===== config.mk =====
export PLATFORM = sky130hd
export DESIGN_NAME = rc_frame_crc_decoder
export DESIGN_NICKNAME = d
export VERILOG_FILES = /design/src/design/rcfd_pkg.sv /design/src/design/rcfd_front.sv /design/src/design/rcfd_queue.sv /design/src/design/rcfd_back.sv /design/src/design/rc_frame_crc_decoder.sv
export SDC_FILE = /design/constraint.sdc
export NUM_CORES = 1
export LEC_CHECK = 0
export CORE_AREA = 2 2 220 135
export CTS_CLUSTER_SIZE = 25
export DETAILED_ROUTE_END_ITERATION = 8
export DIE_AREA = 0 0 222 137
export DONT_BUFFER_PORTS = 1
export PLACE_DENSITY = 0.88
export SYNTH_ARGS = -nofsm -noshare
export SYNTH_HDL_FRONTEND = slang
export SYNTH_HIERARCHICAL = 1
export SYNTH_SLANG_ARGS = --single-unit

===== constraint.sdc =====
create_clock -name clock -period 5 [get_ports clock]
set_input_delay 1.5 -clock clock [delete_from_list [all_inputs] [get_ports clock]]
set_output_delay 1.5 -clock clock [all_outputs]
set_load 0.1 [all_outputs]

===== src/design/rcfd_pkg.sv =====
// ----------------------------------------------------------------------------
// rcfd_pkg
// Shared constants, types and the byte-wise CRC function of the
// remote-control frame decoder.
// ----------------------------------------------------------------------------
package rcfd_pkg;

   // Frame geometry. A frame is FRAME_BYTES long (12 to 64).
   localparam int FRAME_BYTES   = 21;
   localparam int POS_W         = $clog2(FRAME_BYTES + 1);
   localparam int PAYLOAD_FIRST = 2;
   localparam int PAYLOAD_BYTES = 8;
   localparam int PAYLOAD_W     = 8 * PAYLOAD_BYTES;
   localparam int LANE_W        = $clog2(PAYLOAD_BYTES);

   // CRC-16, reflected form.
   localparam logic [15:0] CRC_INIT = 16'hFFFF;
   localparam logic [15:0] CRC_POLY = 16'h8408;

   // Channel geometry.
   localparam int RAW_W = 11;
   localparam int CHN_W = 12;

   // Queue between the byte front end and the decode back end.
   localparam int QUEUE_DEPTH = 2;
   localparam int QPTR_W      = (QUEUE_DEPTH > 1) ? $clog2(QUEUE_DEPTH) : 1;
   localparam int QCNT_W      = $clog2(QUEUE_DEPTH + 1);

   // Configuration registers.
   localparam int CSR_IDX_W  = 2;
   localparam int CSR_DATA_W = 11;
   localparam logic [CSR_IDX_W-1:0] CSR_FIRST_SYNC  = 2'd0;
   localparam logic [CSR_IDX_W-1:0] CSR_SECOND_SYNC = 2'd1;
   localparam logic [CSR_IDX_W-1:0] CSR_CENTER      = 2'd2;

   localparam logic [7:0]       FIRST_SYNC_RESET  = 8'd169;
   localparam logic [7:0]       SECOND_SYNC_RESET = 8'd83;
   localparam logic [RAW_W-1:0] CENTER_RESET      = 11'd1024;

   // One completed frame handed from the front end to the back end.
   typedef struct packed {
      logic                 ok;
      logic [PAYLOAD_W-1:0] payload;
   } frame_rec_type;

   // Queue status as seen by the producer and the consumer.
   typedef struct packed {
      logic full;
      logic not_empty;
   } queue_status_type;

   function automatic logic [15:0] crc_byte(input logic [15:0] crc, input logic [7:0] b);
      logic [15:0] c;
      c = crc ^ {8'h00, b};
      for (int k = 0; k < 8; k++) begin
         if (c[0]) begin
            c = (c >> 1) ^ CRC_POLY;
         end else begin
            c = c >> 1;
         end
      end
      return c;
   endfunction

endpackage


===== src/design/rcfd_front.sv =====
// ----------------------------------------------------------------------------
// rcfd_front
// Byte front end: tracks the frame position, runs the CRC, checks the sync
// bytes, gathers the payload and hands each finished frame to the queue.
// ----------------------------------------------------------------------------
module rcfd_front
   import rcfd_pkg::*;
(
   input  logic             clock,
   input  logic             reset,
   input  logic             byte_take,
   input  logic [7:0]       rx_byte,
   input  logic             buffer_start,
   input  logic [7:0]       first_sync,
   input  logic [7:0]       second_sync,
   output logic             push,
   output frame_rec_type    push_rec
);

   logic [POS_W-1:0]     pos_ff, pos_in;
   logic [15:0]          crc_ff, crc_in;
   logic                 sync_ff, sync_in;
   logic [PAYLOAD_W-1:0] payload_ff, payload_in;
   logic [7:0]           crc_low_ff, crc_low_in;

   logic [POS_W-1:0] eff_pos;
   logic [15:0]      eff_crc;
   logic             eff_sync;
   logic             active;
   logic [POS_W-1:0] lane_off;
   logic [LANE_W-1:0] lane;

   // A start flag restarts the frame with this byte, dropping any partial one.
   assign eff_pos  = buffer_start ? '0 : pos_ff;
   assign eff_crc  = buffer_start ? CRC_INIT : crc_ff;
   assign eff_sync = buffer_start ? 1'b0 : sync_ff;
   assign active   = (eff_pos < POS_W'(FRAME_BYTES));
   assign lane_off = eff_pos - POS_W'(PAYLOAD_FIRST);
   assign lane     = lane_off[LANE_W-1:0];

   always_comb begin
      pos_in     = pos_ff;
      crc_in     = crc_ff;
      sync_in    = sync_ff;
      payload_in = payload_ff;
      crc_low_in = crc_low_ff;
      push       = 1'b0;
      push_rec.ok      = 1'b0;
      push_rec.payload = payload_ff;
      if (byte_take && active) begin
         pos_in = eff_pos + POS_W'(1);
         if (eff_pos < POS_W'(FRAME_BYTES - 2)) begin
            crc_in = crc_byte(eff_crc, rx_byte);
         end else begin
            crc_in = eff_crc;
         end
         if (eff_pos == '0) begin
            sync_in = (rx_byte == first_sync);
         end else if (eff_pos == POS_W'(1)) begin
            sync_in = eff_sync && (rx_byte == second_sync);
         end else begin
            sync_in = eff_sync;
         end
         if (eff_pos >= POS_W'(PAYLOAD_FIRST) &&
             eff_pos < POS_W'(PAYLOAD_FIRST + PAYLOAD_BYTES)) begin
            payload_in[8*lane +: 8] = rx_byte;
         end
         if (eff_pos == POS_W'(FRAME_BYTES - 2)) begin
            crc_low_in = rx_byte;
         end
         if (eff_pos == POS_W'(FRAME_BYTES - 1)) begin
            push        = 1'b1;
            push_rec.ok = eff_sync && (crc_low_ff == eff_crc[7:0]) &&
                          (rx_byte == eff_crc[15:8]);
         end
      end
   end

   always_ff @(posedge clock) begin
      if (reset) begin
         pos_ff  <= POS_W'(FRAME_BYTES);
         crc_ff  <= CRC_INIT;
         sync_ff <= 1'b0;
      end else begin
         pos_ff  <= pos_in;
         crc_ff  <= crc_in;
         sync_ff <= sync_in;
      end
   end

   always_ff @(posedge clock) begin
      payload_ff <= payload_in;
      crc_low_ff <= crc_low_in;
   end

endmodule


===== src/design/rcfd_queue.sv =====
// ----------------------------------------------------------------------------
// rcfd_queue
// Short first-in first-out queue of finished frame records between the
// front end and the back end.
// ----------------------------------------------------------------------------
module rcfd_queue
   import rcfd_pkg::*;
(
   input  logic             clock,
   input  logic             reset,
   input  logic             push,
   input  frame_rec_type    push_rec,
   input  logic             pop,
   output frame_rec_type    head_rec,
   output queue_status_type status
);

   frame_rec_type     entry_ff [QUEUE_DEPTH];
   logic [QPTR_W-1:0] wr_ptr_ff, wr_ptr_in;
   logic [QPTR_W-1:0] rd_ptr_ff, rd_ptr_in;
   logic [QCNT_W-1:0] count_ff, count_in;
   logic              do_push, do_pop;

   assign status.full      = (count_ff == QCNT_W'(QUEUE_DEPTH));
   assign status.not_empty = (count_ff != '0);
   assign do_push          = push && !status.full;
   assign do_pop           = pop && status.not_empty;
   assign head_rec         = entry_ff[rd_ptr_ff];

   always_comb begin
      wr_ptr_in = wr_ptr_ff;
      rd_ptr_in = rd_ptr_ff;
      count_in  = count_ff;
      if (do_push) begin
         wr_ptr_in = (wr_ptr_ff == QPTR_W'(QUEUE_DEPTH - 1)) ? '0 : wr_ptr_ff + QPTR_W'(1);
      end
      if (do_pop) begin
         rd_ptr_in = (rd_ptr_ff == QPTR_W'(QUEUE_DEPTH - 1)) ? '0 : rd_ptr_ff + QPTR_W'(1);
      end
      if (do_push && !do_pop) begin
         count_in = count_ff + QCNT_W'(1);
      end else if (do_pop && !do_push) begin
         count_in = count_ff - QCNT_W'(1);
      end
   end

   always_ff @(posedge clock) begin
      if (reset) begin
         wr_ptr_ff <= '0;
         rd_ptr_ff <= '0;
         count_ff  <= '0;
      end else begin
         wr_ptr_ff <= wr_ptr_in;
         rd_ptr_ff <= rd_ptr_in;
         count_ff  <= count_in;
      end
   end

   always_ff @(posedge clock) begin
      if (do_push) begin
         entry_ff[wr_ptr_ff] <= push_rec;
      end
   end

endmodule


===== src/design/rcfd_back.sv =====
// ----------------------------------------------------------------------------
// rcfd_back
// Decode back end: unpacks a frame record into centered channels and button
// fields, keeps the button history and toggle flags, and holds the response
// in an output register.
// ----------------------------------------------------------------------------
module rcfd_back
   import rcfd_pkg::*;
(
   input  logic                    clock,
   input  logic                    reset,
   input  queue_status_type        q_status,
   input  frame_rec_type           head_rec,
   output logic                    pop,
   input  logic [RAW_W-1:0]        center,
   output logic                    rsp_valid,
   input  logic                    rsp_ready,
   output logic                    rsp_frame_ok,
   output logic signed [CHN_W-1:0] rsp_right_stick_h,
   output logic signed [CHN_W-1:0] rsp_right_stick_v,
   output logic signed [CHN_W-1:0] rsp_left_stick_v,
   output logic signed [CHN_W-1:0] rsp_left_stick_h,
   output logic [1:0]              rsp_mode_sel,
   output logic signed [CHN_W-1:0] rsp_dial_value,
   output logic [3:0]              rsp_button_levels,
   output logic [3:0]              rsp_button_edges,
   output logic [3:0]              rsp_toggle_flags
);

   function automatic logic [CHN_W-1:0] centred(input logic [RAW_W-1:0] raw,
                                                input logic [RAW_W-1:0] ctr);
      return {1'b0, raw} - {1'b0, ctr};
   endfunction

   logic                    valid_ff, valid_in;
   logic                    ok_ff, ok_in;
   logic signed [CHN_W-1:0] rsh_ff, rsh_in, rsv_ff, rsv_in;
   logic signed [CHN_W-1:0] lsv_ff, lsv_in, lsh_ff, lsh_in;
   logic signed [CHN_W-1:0] dial_ff, dial_in;
   logic [1:0]              mode_ff, mode_in;
   logic [3:0]              levels_ff, levels_in, edges_ff, edges_in;
   logic [3:0]              flags_ff, flags_in;
   logic [3:0]              prev_btn_ff, prev_btn_in;
   logic [3:0]              toggle_ff, toggle_in;

   logic [PAYLOAD_W-1:0] p;
   logic [3:0]           lv, eg;

   // The output register is refilled as soon as it is empty or being taken.
   assign pop = q_status.not_empty && (!valid_ff || rsp_ready);
   assign p   = head_rec.payload;
   assign lv  = {p[60], p[48], p[47], p[46]};
   assign eg  = lv & ~prev_btn_ff;

   always_comb begin
      valid_in    = valid_ff;
      prev_btn_in = prev_btn_ff;
      toggle_in   = toggle_ff;
      ok_in       = ok_ff;
      rsh_in      = rsh_ff;
      rsv_in      = rsv_ff;
      lsv_in      = lsv_ff;
      lsh_in      = lsh_ff;
      mode_in     = mode_ff;
      dial_in     = dial_ff;
      levels_in   = levels_ff;
      edges_in    = edges_ff;
      flags_in    = flags_ff;
      if (valid_ff && rsp_ready) begin
         valid_in = 1'b0;
      end
      if (pop) begin
         valid_in = 1'b1;
         ok_in    = head_rec.ok;
         if (head_rec.ok) begin
            rsh_in      = centred(p[10:0], center);
            rsv_in      = centred(p[21:11], center);
            lsv_in      = centred(p[32:22], center);
            lsh_in      = centred(p[43:33], center);
            mode_in     = p[45:44];
            dial_in     = centred(p[59:49], center);
            levels_in   = lv;
            edges_in    = eg;
            flags_in    = toggle_ff ^ eg;
            toggle_in   = toggle_ff ^ eg;
            prev_btn_in = lv;
         end else begin
            rsh_in    = '0;
            rsv_in    = '0;
            lsv_in    = '0;
            lsh_in    = '0;
            mode_in   = '0;
            dial_in   = '0;
            levels_in = '0;
            edges_in  = '0;
            flags_in  = '0;
         end
      end
   end

   always_ff @(posedge clock) begin
      if (reset) begin
         valid_ff    <= 1'b0;
         prev_btn_ff <= '0;
         toggle_ff   <= '0;
      end else begin
         valid_ff    <= valid_in;
         prev_btn_ff <= prev_btn_in;
         toggle_ff   <= toggle_in;
      end
   end

   always_ff @(posedge clock) begin
      ok_ff     <= ok_in;
      rsh_ff    <= rsh_in;
      rsv_ff    <= rsv_in;
      lsv_ff    <= lsv_in;
      lsh_ff    <= lsh_in;
      mode_ff   <= mode_in;
      dial_ff   <= dial_in;
      levels_ff <= levels_in;
      edges_ff  <= edges_in;
      flags_ff  <= flags_in;
   end

   assign rsp_valid         = valid_ff;
   assign rsp_frame_ok      = ok_ff;
   assign rsp_right_stick_h = rsh_ff;
   assign rsp_right_stick_v = rsv_ff;
   assign rsp_left_stick_v  = lsv_ff;
   assign rsp_left_stick_h  = lsh_ff;
   assign rsp_mode_sel      = mode_ff;
   assign rsp_dial_value    = dial_ff;
   assign rsp_button_levels = levels_ff;
   assign rsp_button_edges  = edges_ff;
   assign rsp_toggle_flags  = flags_ff;

endmodule


===== src/design/rc_frame_crc_decoder.sv =====
// ----------------------------------------------------------------------------
// rc_frame_crc_decoder
// Remote-control frame receiver with sync and CRC-16 check and channel decode.
// ----------------------------------------------------------------------------
// Bytes are taken one per clock cycle while req_ready is high. A byte with
// req_buffer_start high opens a frame; each complete frame yields one
// response, with frame_ok low and all other fields zero when the sync bytes or
// the reflected CRC-16 do not match. The byte front end and the decode back
// end are joined by a two-entry frame queue, so req_ready drops only when that
// queue is full, which needs the response side to hold off while at least two
// more frames complete after the one waiting at the output. The user must
// write configuration through csr_we/csr_index/csr_wdata only while idle; the
// block itself does not enforce this.
module rc_frame_crc_decoder
   import rcfd_pkg::*;
(
   input  logic                    clock,
   input  logic                    reset,
   input  logic                    req_valid,
   output logic                    req_ready,
   input  logic [7:0]              req_rx_byte,
   input  logic                    req_buffer_start,
   output logic                    rsp_valid,
   input  logic                    rsp_ready,
   output logic                    rsp_frame_ok,
   output logic signed [CHN_W-1:0] rsp_right_stick_h,
   output logic signed [CHN_W-1:0] rsp_right_stick_v,
   output logic signed [CHN_W-1:0] rsp_left_stick_v,
   output logic signed [CHN_W-1:0] rsp_left_stick_h,
   output logic [1:0]              rsp_mode_sel,
   output logic signed [CHN_W-1:0] rsp_dial_value,
   output logic [3:0]              rsp_button_levels,
   output logic [3:0]              rsp_button_edges,
   output logic [3:0]              rsp_toggle_flags,
   input  logic                    csr_we,
   input  logic [CSR_IDX_W-1:0]    csr_index,
   input  logic [CSR_DATA_W-1:0]   csr_wdata
);

   logic [7:0]       first_sync_ff, second_sync_ff;
   logic [RAW_W-1:0] center_ff;

   logic             byte_take;
   logic             push, pop;
   frame_rec_type    push_rec, head_rec;
   queue_status_type q_status;

   always_ff @(posedge clock) begin
      if (reset) begin
         first_sync_ff  <= FIRST_SYNC_RESET;
         second_sync_ff <= SECOND_SYNC_RESET;
         center_ff      <= CENTER_RESET;
      end else if (csr_we) begin
         unique case (csr_index)
            CSR_FIRST_SYNC:  first_sync_ff  <= csr_wdata[7:0];
            CSR_SECOND_SYNC: second_sync_ff <= csr_wdata[7:0];
            CSR_CENTER:      center_ff      <= csr_wdata[RAW_W-1:0];
            default: ;
         endcase
      end
   end

   assign req_ready = !q_status.full;
   assign byte_take = req_valid && req_ready;

   rcfd_front u_front (
      .clock        (clock),
      .reset        (reset),
      .byte_take    (byte_take),
      .rx_byte      (req_rx_byte),
      .buffer_start (req_buffer_start),
      .first_sync   (first_sync_ff),
      .second_sync  (second_sync_ff),
      .push         (push),
      .push_rec     (push_rec)
   );

   rcfd_queue u_queue (
      .clock    (clock),
      .reset    (reset),
      .push     (push),
      .push_rec (push_rec),
      .pop      (pop),
      .head_rec (head_rec),
      .status   (q_status)
   );

   rcfd_back u_back (
      .clock             (clock),
      .reset             (reset),
      .q_status          (q_status),
      .head_rec          (head_rec),
      .pop               (pop),
      .center            (center_ff),
      .rsp_valid         (rsp_valid),
      .rsp_ready         (rsp_ready),
      .rsp_frame_ok      (rsp_frame_ok),
      .rsp_right_stick_h (rsp_right_stick_h),
      .rsp_right_stick_v (rsp_right_stick_v),
      .rsp_left_stick_v  (rsp_left_stick_v),
      .rsp_left_stick_h  (rsp_left_stick_h),
      .rsp_mode_sel      (rsp_mode_sel),
      .rsp_dial_value    (rsp_dial_value),
      .rsp_button_levels (rsp_button_levels),
      .rsp_button_edges  (rsp_button_edges),
      .rsp_toggle_flags  (rsp_toggle_flags)
   );

endmodule


==> impl_metrics.env, run 1 <==
export IMPL_fin_area_sq_mm=0.0173
export IMPL_ff_latch_area_sq_mm=0.00931
export IMPL_die_area_sq_mm=0.0304
export IMPL_finalHoldViolCount=0
export IMPL_routedWlPerCell_um=21.7
export IMPL_nFillCells=2120
export IMPL_antenna_found_initial=2
export IMPL_relSlewSlack=0.321
export IMPL_drc=0
export IMPL_fin_tns_setup_ps=0
export IMPL_cts_tree="built"
export IMPL_io_buffers=0
export IMPL_maxSlewViolCount=0
export IMPL_fin_util=0.610
export IMPL_cts_resized=0
export IMPL_die_h_um=137
export IMPL_cp_max_fo=62
export IMPL_cp_end_kind="flip-flop"
export IMPL_cpMostUsedCell="inv_1"
export IMPL_ant_nets=0
export IMPL_slowest_stage="or3_1"
export IMPL_numCtsBuffers=31
export IMPL_clock_sinks=331
export IMPL_cts_clk_slew_worst_paths_ps=60
export IMPL_synth_nets=1369
export IMPL_ioPinCount=104
export IMPL_p_total_mw=7.75
export IMPL_power_leakage_nw=6.04
export IMPL_cp_start_kind="input port"
export IMPL_firstDrtPassIters=5
export IMPL_gp_congestion=0.867
export IMPL_syn2layout_area_growth_pct=8.85
export IMPL_ir_drop_v=0.000301
export IMPL_cts_root_buf="clkbuf_16"
export IMPL_dpl_hpwl_um=24100
export IMPL_nets=1355
export IMPL_layout_setup_ws_ps=1260
export IMPL_htreeDepth=1
export IMPL_worst_setup_path_type="input port to flip-flop"
export IMPL_grt_overflow=0
export IMPL_clock_fmax_ghz=0.268
export IMPL_status="complete, no violations"
export IMPL_core_sq_mm=0.0284
export IMPL_drv_cap=0
export IMPL_worst_pin_slew_ps=1020
export IMPL_min_period_ps=3740
export IMPL_grt_pass1_vias=9429
export IMPL_num_vias=9968
export IMPL_ctsHoldBuffers=0
export IMPL_drtIter0Drc=1272
export IMPL_rsz0062_at_grt="false"
export IMPL_start_util=0.560
export IMPL_setup_violations=0
export IMPL_clock_latency_ps=610
export IMPL_grt_max_degree=83
export IMPL_max_stage_delay_ps=410
export IMPL_multi_input_area_sq_mm=0.00614
export IMPL_die_x_um=222
export IMPL_rows=48
export IMPL_detail_route_vias_per_cell=6.02
export IMPL_grt_pass1_wl_um=54500
export IMPL_syn_inst=1270
export IMPL_grtUsageTotal=0.236
export IMPL_netlist_area_sq_mm=0.0159
export IMPL_power_density_mw_per_mm2=447
export IMPL_arrival_ps=3980
export IMPL_ys_warn_count=6
export IMPL_syn_avg_cell_area_sq_um=12.5
export IMPL_path_cells="inv_1 -> nand2_1 -> inv_1 -> ha_1 -> a211oi_2 -> o21ai_2 -> nor4_1 -> inv_1 -> or3_1 -> inv_2 -> buf_12"
export IMPL_required_ps=5240
export IMPL_min_path_type="flip-flop to flip-flop"
export IMPL_preCtsSetupSlack_ps=740
export IMPL_finalWirelength_um=35900
export IMPL_period_share=0.748
export IMPL_finClkSkew_ps=35.9
export IMPL_post_dp_cell_area_sq_mm=0.0162
export IMPL_drive_above_1_share=0.117
export IMPL_cts_setup_buffers=0
export IMPL_clock_path_buffers=3
-- layout make-up --
class	instances	share of cell area
Antenna cell	1	0.000144
Multi-Input combinational cell	838	0.354
Timing Repair Buffer	9	0.00607
Sequential cell	331	0.537
Inverter	45	0.00975
Clock inverter	24	0.0197
Clock buffer	34	0.0454
Tap cell	375	0.0271
-- registers in the layout (all words and copies together), names as in the netlist, 12 cells and up, named ones only --
signal                    flops
u_front/crc_ff               16
u_back/rsp_left_stick_v      12
u_front/payload_ff           61
u_back/rsp_right_stick_h     12
u_back/rsp_right_stick_v     12
u_back/rsp_dial_value        12
u_queue/entry_ff            124
u_back/rsp_left_stick_h      12
-- critical path: cells and delay by family --
family	cells	cell delay, ps
AO/OA/AOI/OAI	2	460
AND/OR/NAND/NOR	3	980
adder cells (fa/ha/maj)	1	250
buffers and inverters	5	740
-- path summary, 6_finish.rpt --
kind	slack [ps]	depth (start not counted)	startpoint	end
worst max-delay path	1260	11	req_buffer_start	u_queue/entry_ff[0][3]
worst min-delay path	450	0	u_front/payload_ff[33]	u_queue/entry_ff[0][33]
worst max register to register	1680	7	u_front/pos_ff[0]	u_front/payload_ff[3]
worst min register to register	450	0	u_front/payload_ff[33]	u_queue/entry_ff[0][33]
-- power by group --
| part | leakage (nW) | total [mW] | switching (mW) | internal, mW |
|---|---|---|---|---|
| Combinational | 2.59 | 0.941 | 0.566 | 0.374 |
| Clock | 0.556 | 2.64 | 1.08 | 1.56 |
| Sequential | 2.90 | 4.17 | 0.942 | 3.23 |
-- through the flow --
| stage | instances | hold slack [ps] |
|---|---|---|
| 2_1_floorplan | 1270 | 421 |
| 3_3_place_gp | 1598 | 423 |
| 3_5_place_dp | 1598 | 430 |
| 4_1_cts | 1656 | 447 |
| 5_1_grt | 1656 | 452 |
| 6_report | 1657 | 446 |
-- placed cells by master, fill, tap and decap left out, types with 8 or more instances in the layout --
master / n
nand2b_1: 47
nor3_1: 28
a21oi_1: 50
ha_1: 67
and2_1: 79
a211o_1: 8
nand3_1: 16
o21ai_0: 28
bufinv_16: 8
mux2_2: 63
xor2_1: 24
nor2_1: 112
mux2i_1: 42
dfxtp_1: 62
nand2_1: 45
edfxtp_1: 268
nor2b_1: 17
or3_1: 8
nor4_1: 8
nor3b_1: 12
o21a_1: 14
clkbuf_16: 31
inv_1: 43
xnor2_1: 55
-- metal layers --
metal	track usage	vias to the layer above	routed length [um]
met3	0.0550	79	3210
met2	0.359	466	15700
met4	0.0803	0	1180
met5	0	-	0
met1	0.336	4862	15800
li1	-	4561	-
Power figures use the tool's default switching activity.
==> inputs of run 2 (changes only) <==
--- a/config.mk
+++ b/config.mk
@@ -5,12 +5,12 @@
 export SDC_FILE = /design/constraint.sdc
 export NUM_CORES = 1
 export LEC_CHECK = 0
-export CORE_AREA = 2 2 220 135
+export CORE_AREA = 2 2 216 133
 export CTS_CLUSTER_SIZE = 25
 export DETAILED_ROUTE_END_ITERATION = 8
-export DIE_AREA = 0 0 222 137
+export DIE_AREA = 0 0 218 135
 export DONT_BUFFER_PORTS = 1
-export PLACE_DENSITY = 0.88
+export PLACE_DENSITY = 0.87
 export SYNTH_ARGS = -nofsm -noshare
 export SYNTH_HDL_FRONTEND = slang
 export SYNTH_HIERARCHICAL = 1
==> constraint.sdc (replaced) <==
create_clock -name clock -period 3.7 [get_ports clock]
set_input_delay 1.11 -clock clock [delete_from_list [all_inputs] [get_ports clock]]
set_output_delay 1.11 -clock clock [all_outputs]
set_load 0.1 [all_outputs]
==> run 2 against run 1 <==
  * Combinational power grew 40%
  * Worst setup slack lost 680 ps
  * Register-to-register slack got worse by 1100 ps
  * Critical endpoint is now u_back/rsp_dial_value[8]
  * Clock skew down 20 ps
  * Largest cell class unchanged
  * First-iteration DRC count is 4.8% lower
  * Non-clock buffer count up 11
==> impl_metrics.env, run 2 (synthesized netlist as in run 1, its figures left out) <==
export IMPL_mostFrequentLayoutCells="edfxtp_1 (268), nor2_1 (112), and2_1 (79)"
export IMPL_clock_sinks=331
export IMPL_rows=47
export IMPL_ioPinCount=104
export IMPL_power_density_mw_per_mm2=605
export IMPL_finClkSkew_ps=16.2
export IMPL_io_buffers=0
export IMPL_min_period_ps=3120
export IMPL_drtIter0Drc=1211
export IMPL_clock_path_buffers=3
export IMPL_grt_pass1_wl_um=55100
export IMPL_numCtsBuffers=30
export IMPL_cts_clk_slew_worst_paths_ps=70
export IMPL_post_dp_cell_area_sq_mm=0.0163
export IMPL_power_leakage_nw=6.09
export IMPL_start_util=0.583
export IMPL_worst_setup_path_type="flip-flop to flip-flop"
export IMPL_die_x_um=218
export IMPL_finalHoldViolCount=0
export IMPL_layout_commonest_cell="edfxtp_1"
export IMPL_cts_setup_buffers=0
export IMPL_drv_cap=0
export IMPL_min_path_type="flip-flop to flip-flop"
export IMPL_cts_resized=0
export IMPL_nets=1365
export IMPL_ctsHoldBuffers=0
export IMPL_fin_area_sq_mm=0.0175
export IMPL_nFillCells=1992
export IMPL_gp_congestion=0.871
export IMPL_ir_drop_v=0.000619
export IMPL_top_register="u_queue/entry_ff"
export IMPL_maxSlewViolCount=0
export IMPL_die_area_sq_mm=0.0294
export IMPL_relSlewSlack=0.323
export IMPL_cp_start_kind="flip-flop"
export IMPL_core_sq_mm=0.0273
export IMPL_ant_nets=0
export IMPL_finalWirelength_um=36200
export IMPL_clock_latency_ps=570
export IMPL_htreeDepth=1
export IMPL_largest_register_ffs=124
export IMPL_grt_max_degree=83
export IMPL_required_ps=4010
export IMPL_firstDrtPassIters=5
export IMPL_grtUsageTotal=0.246
export IMPL_cts_tree="built"
export IMPL_antennaDiodeCount=0
export IMPL_cts_root_buf="clkbuf_16"
export IMPL_worst_pin_slew_ps=1020
export IMPL_grt_overflow=0
export IMPL_drc=0
export IMPL_num_vias=9920
export IMPL_die_h_um=135
export IMPL_detail_route_vias_per_cell=5.99
export IMPL_clock_fmax_ghz=0.320
export IMPL_syn2layout_area_growth_pct=9.66
export IMPL_status="complete, no violations"
export IMPL_cp_max_fo=21
export IMPL_arrival_ps=3430
export IMPL_routedWlPerCell_um=21.8
export IMPL_rsz0062_at_grt="false"
export IMPL_period_share=0.843
export IMPL_dpl_hpwl_um=24300
export IMPL_largest_registers="u_queue/entry_ff (124), u_front/payload_ff (61), u_front/crc_ff (16)"
export IMPL_grt_pass1_vias=9693
export IMPL_drive_above_1_share=0.127
export IMPL_setup_violations=0
export IMPL_cp_end_kind="flip-flop"
export IMPL_fin_tns_setup_ps=0
export IMPL_antenna_found_initial=1
==> run 2: cell types whose count changed in the layout (fill, tap and decap cells not counted), moves of 2 or more <==
cell	previous run	this run
buf_4	6	16
clkinv_1	6	1
clkinvlp_4	0	4
clkinv_2	6	3
bufinv_16	8	10
clkbuf_1	3	5
==> run 2: path summary, 6_finish.rpt <==
check                              to  cells after the start  slack [ps]              startpoint
max          u_back/rsp_dial_value[8]                      9         580               flip-flop
min reg2reg   u_queue/entry_ff[1][29]                      0         440  u_front/payload_ff[29]
min           u_queue/entry_ff[1][29]                      0         440  u_front/payload_ff[29]
max reg2reg  u_back/rsp_dial_value[8]                      9         580               flip-flop
==> run 2: final cells by class <==
class / count / area, sq um / share of cell area
clock buffers: 36 / 795 / 0.0455
clock inverters: 19 / 362 / 0.0207
inverters: 45 / 173 / 0.00989
multi-input cells: 838 / 6150 / 0.353
flip-flops and latches: 331 / 9310 / 0.533
well taps: 367 / 459 / 0.0263
repair buffers: 20 / 200 / 0.0115
==> run 2: per-stage QoR <==
| step | power [mW] | hold WS, ps | std cells | setup WS [ps] | util |
|---|---|---|---|---|---|
| global route | 10.9 | 449 | 1656 | 474 | 0.640 |
| finish | 10.6 | 441 | 1656 | 580 | 0.640 |
| detailed placement | 6.98 | 429 | 1601 | 277 | 0.597 |
| CTS | 10.6 | 441 | 1656 | 620 | 0.640 |
| floorplan | 6.67 | 421 | 1270 | 25.1 | - |
| global placement | 6.93 | 424 | 1601 | 367 | 0.597 |
==> run 2: layer usage <==
| layer | vias to the layer above | GRT usage | wire, um |
|---|---|---|---|
| met5 | - | 0 | 11 |
| met4 | 2 | 0.0654 | 805 |
| met3 | 68 | 0.0523 | 3270 |
| met2 | 458 | 0.378 | 16100 |
| met1 | 4817 | 0.359 | 16000 |
| li1 | 4575 | - | - |
==> run 2: critical path, cell delays in order (launching register included) <==
cell	delay, ps
dfxtp_2	610
buf_4	400
mux2_2	250
inv_1	70
fa_1	430
and2b_1	270
nor3_1	60
o31ai_1	430
a31oi_1	180
mux2i_1	150
==> run 2: report_power, final <==
| group | leakage, nW | switching, mW | internal (mW) |
|---|---|---|---|
| clock network | 0.554 | 1.39 | 2.23 |
| registers | 2.90 | 1.25 | 4.36 |
| logic | 2.64 | 0.794 | 0.529 |
| total | 6.09 | 3.43 | 7.13 |
==> inputs of run 3 (changes only) <==
==> constraint.sdc (replaced) <==
create_clock -name clock -period 3 [get_ports clock]
set_input_delay 0.9 -clock clock [delete_from_list [all_inputs] [get_ports clock]]
set_output_delay 0.9 -clock clock [all_outputs]
set_load 0.1 [all_outputs]
==> run 3 against run 2 <==
  * Global-route usage about the same
  * Combinational power increased by 85%
  * Hold slack got worse by 45 ps
  * Highest routed layer is now met4
  * Count of clock-buffer cells in the layout increased by 1
  * Power increased by 20%
  * Sequential share of layout area decreased by 1.1 points
  * Design area increased by 2.1%
  * Fmax increased by 11%
  * Utilization increased by 1.3 points
  * Sequential power increased by 12%
  * Die area unchanged
  * Critical path type unchanged
  * Critical endpoint is now u_back/rsp_right_stick_h[10]
  * Cell count increased by 3.3%
==> impl_metrics.env, run 3 (synthesized netlist as in run 1, its figures left out) <==
export IMPL_grt_pass1_wl_um=55400
export IMPL_clock_path_buffers=3
export IMPL_dp_cells=1653
export IMPL_clock_sinks=331
export IMPL_syn2layout_area_growth_pct=11.9
export IMPL_cts_tree="built"
export IMPL_layout_commonest_cell="edfxtp_1"
export IMPL_cts_clk_slew_worst_paths_ps=70
export IMPL_clock_fmax_ghz=0.355
export IMPL_finalHoldViolCount=0
export IMPL_cts_root_buf="clkbuf_16"
export IMPL_die_x_um=218
export IMPL_clock_latency_ps=590
export IMPL_arrival_ps=3240
export IMPL_detail_route_vias_per_cell=5.95
export IMPL_cp_start_kind="flip-flop"
export IMPL_preCtsSetupSlack_ps=-46.3
export IMPL_top_register="u_queue/entry_ff"
export IMPL_p_total_mw=12.7
export IMPL_hold_path_depth=1
export IMPL_largest_register_ffs=124
export IMPL_core_sq_mm=0.0273
export IMPL_status="complete, no violations"
export IMPL_worst_pin_slew_ps=922
export IMPL_ctsHoldBuffers=0
export IMPL_start_util=0.583
export IMPL_finalWirelength_um=36100
export IMPL_drtIter0Drc=1358
export IMPL_mostFrequentLayoutCells="edfxtp_1 (268), nor2_1 (111), and2_1 (79)"
export IMPL_ant_nets=0
export IMPL_drc=0
export IMPL_maxSlewViolCount=0
export IMPL_required_ps=3420
export IMPL_ir_drop_v=0.000623
export IMPL_drv_cap=0
export IMPL_cp_max_fo=34
export IMPL_setup_violations=0
export IMPL_power_density_mw_per_mm2=713
export IMPL_finClkSkew_ps=29.8
export IMPL_grt_overflow=0
export IMPL_die_h_um=135
export IMPL_layout_cells_non_filler=1710
export IMPL_routedWlPerCell_um=21.1
export IMPL_worstHoldStart="reset"
export IMPL_htreeDepth=1
export IMPL_ioPinCount=104
export IMPL_nets=1417
export IMPL_antenna_found_initial=1
export IMPL_min_path_type="input port to flip-flop"
export IMPL_cts_setup_buffers=0
export IMPL_rows=47
export IMPL_rrSetupSlack_ps=180
export IMPL_largest_registers="u_queue/entry_ff (124), u_front/payload_ff (61), u_front/crc_ff (16)"
export IMPL_period_share=0.939
export IMPL_grt_max_degree=83
export IMPL_io_buffers=0
export IMPL_grt_pass1_vias=9698
export IMPL_grtUsageTotal=0.246
export IMPL_numCtsBuffers=30
export IMPL_cp_end_kind="flip-flop"
export IMPL_worst_setup_path_type="flip-flop to flip-flop"
export IMPL_gp_congestion=0.900
export IMPL_cts_resized=0
export IMPL_power_leakage_nw=6.31
export IMPL_dpl_hpwl_um=24400
export IMPL_relSlewSlack=0.386
export IMPL_die_area_sq_mm=0.0294
export IMPL_drive_above_1_share=0.165
export IMPL_num_vias=10177
export IMPL_firstDrtPassIters=6
export IMPL_rsz0062_at_grt="false"
export IMPL_r2r_end="u_back/rsp_right_stick_h[10]"
export IMPL_min_period_ps=2820
export IMPL_ff2ff_path_depth=10
export IMPL_layout_setup_ws_ps=183
run 3: worst max-delay path, cell delays in order (launching register included):
cell     delay [ps]
dfxtp_2         400
buf_12          240
mux2_2          190
inv_1            40
ha_1            220
fa_1            380
and2b_1         250
nor3_1           60
o31ai_1         450
a31o_2          250
mux2i_1         170
run 3: report_power, final:
group / total, mW / switching [mW] / internal (mW)
registers: 6.28 / 0.912 / 5.37
clock network: 3.98 / 1.75 / 2.23
logic: 2.44 / 1.65 / 0.791
total: 12.7 / 4.31 / 8.39
run 3: worst max path at each step:
stage,slack [ps],cells after the start,from,end
after CTS,230,8,flip-flop,u_back/rsp_right_stick_v[11]
after global placement,40,10,req_buffer_start,u_queue/entry_ff[0][2]
after global routing,50,10,flip-flop,u_back/rsp_right_stick_v[8]
after detailed placement,-50,9,req_buffer_start,u_front/payload_ff[16]
final,180,10,flip-flop,u_back/rsp_right_stick_h[10]
after floorplan,-380,10,req_buffer_start,u_queue/entry_ff[0][0]
run 3: metal layers:
metal | track usage | share of wire
met1 | 0.361 | 0.44
met2 | 0.378 | 0.44
met3 | 0.0509 | 0.096
met4 | 0.0586 | 0.025
met5 | 0 | 0
run 3: final cells by class:
| cell class | instances | area [sq um] |
|---|---|---|
| Fill cell | 1945 | 9470 |
| Sequential cell | 331 | 9310 |
| Multi-Input combinational cell | 838 | 6190 |
| Clock buffer | 37 | 787 |
| Timing Repair Buffer | 72 | 653 |
| Tap cell | 367 | 459 |
| Clock inverter | 19 | 233 |
| Inverter | 45 | 175 |
| Antenna cell | 1 | 2.50 |
run 3: stage by stage:
step	area, sq um	hold slack [ps]	utilization	setup TNS, ps
after floorplan	16000	421	-	-24860
after detailed placement	16800	429	0.615	-611
after global placement	16800	423	0.615	0
final	17800	396	0.653	0
after global routing	17800	365	0.653	0
after CTS	17800	367	0.653	0
